==> src/hdl/tad_pkg.sv <==
// ----------------------------------------------------------------------------
// tad_pkg
// Shared types, constants and helpers of the triangular arbitrage detector.
// ----------------------------------------------------------------------------
package tad_pkg;

    localparam int CURRENCY_COUNT = 8;
    localparam int CELLS          = CURRENCY_COUNT * CURRENCY_COUNT;
    localparam int IDX_W          = $clog2(CURRENCY_COUNT);
    localparam int ADDR_W         = $clog2(CELLS);
    localparam int PCNT_W         = $clog2(CURRENCY_COUNT + 1);
    localparam int MAX_OPPS       = 6;
    localparam int FOUND_W        = $clog2(MAX_OPPS + 1);
    localparam int DVD_W          = 49;
    localparam int DIV_CNT_W      = $clog2(DVD_W);
    localparam int CODE_COUNT     = 8;

    localparam logic [31:0] THRESHOLD_RESET = 32'd16780570;
    localparam logic [31:0] U32_MAX         = 32'hFFFF_FFFF;

    // ceil(2^56 / 3125): mid = sum * 2^18 / 3125 = (sum * MID_RECIP) >> 38
    localparam logic [63:0] MID_RECIP = 64'd23058430092137;
    // smallest price sum whose mid no longer fits 32 bits
    localparam logic [32:0] MID_SAT   = 33'd51200000;

    localparam logic [1:0] KIND_OPP = 2'd0;
    localparam logic [1:0] KIND_SUM = 2'd1;
    localparam logic [1:0] KIND_REJ = 2'd2;

    localparam logic [23:0] CODE_LIST [CODE_COUNT] = '{
        24'h555344, 24'h455552, 24'h474250, 24'h4A5059,
        24'h434846, 24'h415544, 24'h434144, 24'h4E5A44
    };

    typedef struct packed {
        logic             ok;
        logic [IDX_W-1:0] idx;
    } lookup_t;

    // controller to datapath
    typedef struct packed {
        logic cap;
        logic mid_lo;
        logic mid_hi;
        logic div_start;
        logic latch_mid;
        logic latch_inv;
        logic wr_mid;
        logic wr_inv;
        logic piv_clear;
        logic piv_inc;
        logic rd_first;
        logic rd_second;
        logic cap_r1;
        logic mul_r12;
        logic mul_lo;
        logic mul_hi;
        logic add;
        logic emit_opp;
        logic emit_sum;
        logic emit_rej;
    } cmd_t;

    // datapath to controller
    typedef struct packed {
        logic bad;
        logic div_done;
        logic mid_zero;
        logic piv_end;
        logic piv_skip;
        logic hit;
        logic out_free;
    } sts_t;

    function automatic lookup_t lookup_code(input logic [23:0] code);
        lookup_t r;
        r.ok  = 1'b0;
        r.idx = '0;
        for (int i = CODE_COUNT - 1; i >= 0; i--)
        begin
            if (CODE_LIST[i] == code && i < CURRENCY_COUNT)
            begin
                r.ok  = 1'b1;
                r.idx = IDX_W'(i);
            end
        end
        return r;
    endfunction

endpackage

==> src/hdl/tad_ctrl.sv <==
// ----------------------------------------------------------------------------
// tad_ctrl
// Sequencer: check, mid price, reciprocal, table update, pivot walk, result beats.
// ----------------------------------------------------------------------------
module tad_ctrl import tad_pkg::*; (
    input  logic clk,
    input  logic rst_n,
    input  logic in_valid,
    output logic in_stall,
    input  sts_t sts,
    output cmd_t cmd
);

    typedef enum logic [17:0] {
        ST_IDLE  = 18'b00_0000_0000_0000_0001,
        ST_CHECK = 18'b00_0000_0000_0000_0010,
        ST_MLO   = 18'b00_0000_0000_0000_0100,
        ST_MHI   = 18'b00_0000_0000_0000_1000,
        ST_MID   = 18'b00_0000_0000_0001_0000,
        ST_ZCHK  = 18'b00_0000_0000_0010_0000,
        ST_DIV   = 18'b00_0000_0000_0100_0000,
        ST_WR1   = 18'b00_0000_0000_1000_0000,
        ST_WR2   = 18'b00_0000_0001_0000_0000,
        ST_PIV   = 18'b00_0000_0010_0000_0000,
        ST_RD2   = 18'b00_0000_0100_0000_0000,
        ST_MUL1  = 18'b00_0000_1000_0000_0000,
        ST_MUL2  = 18'b00_0001_0000_0000_0000,
        ST_MUL3  = 18'b00_0010_0000_0000_0000,
        ST_ADD   = 18'b00_0100_0000_0000_0000,
        ST_CMP   = 18'b00_1000_0000_0000_0000,
        ST_SUM   = 18'b01_0000_0000_0000_0000,
        ST_REJ   = 18'b10_0000_0000_0000_0000
    } state_t;

    state_t state_reg;
    state_t state_next;

    always_ff @(posedge clk or negedge rst_n)
    begin
        if (!rst_n)
        begin
            state_reg <= ST_IDLE;
        end
        else
        begin
            state_reg <= state_next;
        end
    end

    always_comb
    begin
        state_next = state_reg;
        cmd        = '0;
        case (state_reg)
            ST_IDLE:
            begin
                if (in_valid)
                begin
                    cmd.cap    = 1'b1;
                    state_next = ST_CHECK;
                end
            end
            ST_CHECK:
            begin
                if (sts.bad)
                begin
                    state_next = ST_REJ;
                end
                else
                begin
                    state_next = ST_MLO;
                end
            end
            ST_MLO:
            begin
                cmd.mid_lo = 1'b1;
                state_next = ST_MHI;
            end
            ST_MHI:
            begin
                cmd.mid_hi = 1'b1;
                state_next = ST_MID;
            end
            ST_MID:
            begin
                cmd.latch_mid = 1'b1;
                state_next    = ST_ZCHK;
            end
            ST_ZCHK:
            begin
                if (sts.mid_zero)
                begin
                    state_next = ST_REJ;
                end
                else
                begin
                    cmd.div_start = 1'b1;
                    state_next    = ST_DIV;
                end
            end
            ST_DIV:
            begin
                if (sts.div_done)
                begin
                    cmd.latch_inv = 1'b1;
                    state_next    = ST_WR1;
                end
            end
            ST_WR1:
            begin
                cmd.wr_mid = 1'b1;
                state_next = ST_WR2;
            end
            ST_WR2:
            begin
                cmd.wr_inv    = 1'b1;
                cmd.piv_clear = 1'b1;
                state_next    = ST_PIV;
            end
            ST_PIV:
            begin
                if (sts.piv_end)
                begin
                    state_next = ST_SUM;
                end
                else if (sts.piv_skip)
                begin
                    cmd.piv_inc = 1'b1;
                end
                else
                begin
                    cmd.rd_first = 1'b1;
                    state_next   = ST_RD2;
                end
            end
            ST_RD2:
            begin
                cmd.rd_second = 1'b1;
                cmd.cap_r1    = 1'b1;
                state_next    = ST_MUL1;
            end
            ST_MUL1:
            begin
                cmd.mul_r12 = 1'b1;
                state_next  = ST_MUL2;
            end
            ST_MUL2:
            begin
                cmd.mul_lo = 1'b1;
                state_next = ST_MUL3;
            end
            ST_MUL3:
            begin
                cmd.mul_hi = 1'b1;
                state_next = ST_ADD;
            end
            ST_ADD:
            begin
                cmd.add    = 1'b1;
                state_next = ST_CMP;
            end
            ST_CMP:
            begin
                if (!sts.hit)
                begin
                    cmd.piv_inc = 1'b1;
                    state_next  = ST_PIV;
                end
                else if (sts.out_free)
                begin
                    cmd.emit_opp = 1'b1;
                    cmd.piv_inc  = 1'b1;
                    state_next   = ST_PIV;
                end
            end
            ST_SUM:
            begin
                if (sts.out_free)
                begin
                    cmd.emit_sum = 1'b1;
                    state_next   = ST_IDLE;
                end
            end
            ST_REJ:
            begin
                if (sts.out_free)
                begin
                    cmd.emit_rej = 1'b1;
                    state_next   = ST_IDLE;
                end
            end
            default:
            begin
                state_next = ST_IDLE;
            end
        endcase
    end

    assign in_stall = (state_reg != ST_IDLE);

endmodule

==> config.mk <==
export PLATFORM = sky130hd
export DESIGN_NAME = tad_ctrl
export DESIGN_NICKNAME = d
export VERILOG_FILES = /design/src/hdl/tad_pkg.sv /design/src/hdl/tad_ctrl.sv
export SDC_FILE = /design/constraint.sdc
export NUM_CORES = 1
export LEC_CHECK = 0
export ABC_CLOCK_PERIOD_IN_PS = 3700
export BUFFER_PORTS_ARGS = -buffer_cell sky130_fd_sc_hd__buf_2
export CORE_UTILIZATION = 57
export DETAILED_ROUTE_END_ITERATION = 10
export PLACE_DENSITY = 0.85
export SLEW_MARGIN = 20
export SYNTH_ARGS = -nofsm -noshare
export SYNTH_HDL_FRONTEND = slang
export SYNTH_SLANG_ARGS = --single-unit
==> constraint.sdc <==
create_clock -name clk -period 3.7 [get_ports clk]
set_input_delay 0.185 -clock clk [delete_from_list [all_inputs] [get_ports clk]]
set_output_delay 0.185 -clock clk [all_outputs]
set_load 0.005 [all_outputs]
==> flow_summary.toml <==
[timing]
min_period_ps = 2620
hold_viol = 0
grt_setup_unrepaired = "false"
tightest_slew_ps = 503
finalSetupTns_ps = 0
slew_headroom = 0.662
finalSetupViolations = 0
fmax_ghz = 0.382
post-route-period-util = 0.707
timing.final.ws_setup_ps = 1080
slew_violations = 0
skew_ps = 2.67

[grt]
met1_usage = 0.355
top_usage_layer = "met2"
grt_max_degree = 19
grt.total_usage = 0.258
use_met2 = 0.401
overflow = 0
first_global_vias = 1038
grt_util_met3 = 0.0741
antenna_found_initial = 0
grt_pass1_wl_microns = 4820

[critical_path]
start_kind = "flop"
cp_max_fo = 10
arrival_ps = 2430
cp-end-kind = "output port"
cp.required_ps = 3510
worst-setup-path-type = "flop to output port"

[cells_and_area]
utilization = 0.710
num_antenna_cells = 0
drive_gt1_frac = 0.331
stdcell_area_sq_um = 1450
area_delta_synth_final_pct = 12.4
largest_register_ffs = 18
multi_input_area_sq_um = 757
fillCellCount = 174
final_common_cell = "buf_2"
nets = 168
register_area_sq_um = 452
final_cell_mix = "buf_2, dfrtp_1, nor3b_1"

[yosys]
ys_warn_count = 0
syn_area_sq_um = 1290
synth_fa_ha_area_frac = 0
synth-seq-cells = 18
syn_avg_cell_area_sq_um = 9.85
syn_nets = 141
synth_xor_xnor_area_share = 0.0407
async_flop_share = 1.00
yosys.area_share.simple = 0.456
synth_cells = 131
synth_edf_count = 0
synthFlopType = "dfrtp_1"
yosysSeqAreaShare = 0.350
synth.area.mux_share = 0
synth_top_family_by_area = "simple AND/OR/NAND/NOR gates"
synth_cell_type_count = 53
synth_compound_area_frac = 0.0902

[floorplan]
core_sq_um = 2040
die_w_microns = 49.6
die_h_microns = 49.6
ios = 31
start_util = 0.632
rows = 16
dieArea_sq_um = 2460

[power_and_ir_drop]
p_leak_uw = 0.000726
powerDensity_nw_per_um2 = 440
vdd_drop_max_mv = 0.366

[clock_tree]
tritoncts = "done"
cts.clk_slew.worst_paths_ps = 110
cts_made_buffers = 3
root_buffer = "clkbuf_4"
clock_sinks = 18
cts_resized = 0
clk_latency_ps = 300
cts_hold_buf = 1
htree_levels = 1
cts.path.max_buffers = 2
post_cts_buffers = 0

[status]
status = "finished, final reports clean"

[route]
first_pass_iters = 4
dr_total_vias = 1172
routed_wl_microns = 2900
wl_per_cell_microns = 15.8
drt-initial-drc-count = 52
drc_errors = 0
drt-vias-per-instance = 6.37
ant_nets = 0

[place]
post-place-ws_ps = 1460
dpl.hpwl_microns = 2150
port_buffers = 30
gp_congestion = 0.880
dpl_cell_area_sq_um = 1400

[job]
drv_cap = 0

[worst_hold_path]
min_path_type = "input pin to flop"
==> metrics by stage <==
stage	hold slack [ps]	total power [uW]	std cells
2_1_floorplan	-111	437	131
3_3_place_gp	137	499	179
3_5_place_dp	138	504	179
4_1_cts	48.8	633	184
5_1_grt	45.8	677	184
6_report	51.5	638	184
==> worst paths after layout <==
path                       slack [ps]            end  cells past startpoint    startpoint
setup / recovery                 1080        cmd[10]                      5  state_reg[5]
hold / removal                     50   state_reg[2]                      2        sts[6]
setup reg to reg                 1540  state_reg[17]                      6  state_reg[5]
hold reg to reg                   620   state_reg[5]                      1  state_reg[5]
max in group asynchronous        3030   state_reg[0]                      2         rst_n
min in group asynchronous         340  state_reg[14]                      2         rst_n
==> power by group <==
group / switching, uW / internal (uW) / leakage (uW) / total [uW]
clock network: 63.8 / 60.0 / 0.0000210 / 124
registers: 27.5 / 216 / 0.000247 / 243
logic: 157 / 113 / 0.000458 / 270
total: 248 / 389 / 0.000726 / 638
==> cells by family after synthesis <==
| family | count (synthesis) |
|---|---|
| flip-flops | 18 |
| AO/OA/AOI/OAI | 15 |
| AND/OR/NAND/NOR | 80 |
| buffers and inverters | 12 |
| XOR/XNOR | 6 |
==> critical path: stages, from the launching register on <==
cell	delay (ps)
dfrtp_1	490
nor4_4	510
nand3_2	300
or4_1	580
o21ai_0	110
buf_2	140
==> final cells by class <==
type,count,area share
multi-input combinational,101,0.522
sequential,18,0.311
timing repair buffer,31,0.110
clock buffer,4,0.0250
tap,27,0.0233
inverter,3,0.00777
==> routing by layer <==
layer | routed length (microns) | part of all wire
met4 | 48 | 0.017
met5 | 0 | 0
met1 | 1310 | 0.45
met2 | 1320 | 0.45
met3 | 226 | 0.078
==> Yosys cell counts, types with 2 or more instances <==
| cell | count | area (sq um) |
|---|---|---|
| xnor2_1 | 2 | 17.5 |
| o21ai_0 | 4 | 20.0 |
| buf_6 | 3 | 33.8 |
| nand2b_1 | 2 | 12.5 |
| nand3_2 | 2 | 20.0 |
| and3b_1 | 2 | 17.5 |
| and3_1 | 7 | 43.8 |
| and4_1 | 4 | 35.0 |
| a31oi_1 | 2 | 12.5 |
| buf_4 | 2 | 15.0 |
| xor2_1 | 4 | 35.0 |
| nor3_1 | 4 | 20.0 |
| nor4_4 | 3 | 63.8 |
| inv_1 | 3 | 11.3 |
| nand4_1 | 2 | 12.5 |
| clkbuf_2 | 2 | 10.0 |
| nand2_1 | 4 | 15.0 |
| nand3_1 | 3 | 15.0 |
| nor4_1 | 8 | 50.1 |
| dfrtp_1 | 17 | 425 |
| nor2_1 | 9 | 33.8 |
| nor3b_1 | 11 | 82.6 |
(Power assumes the default switching activity.)
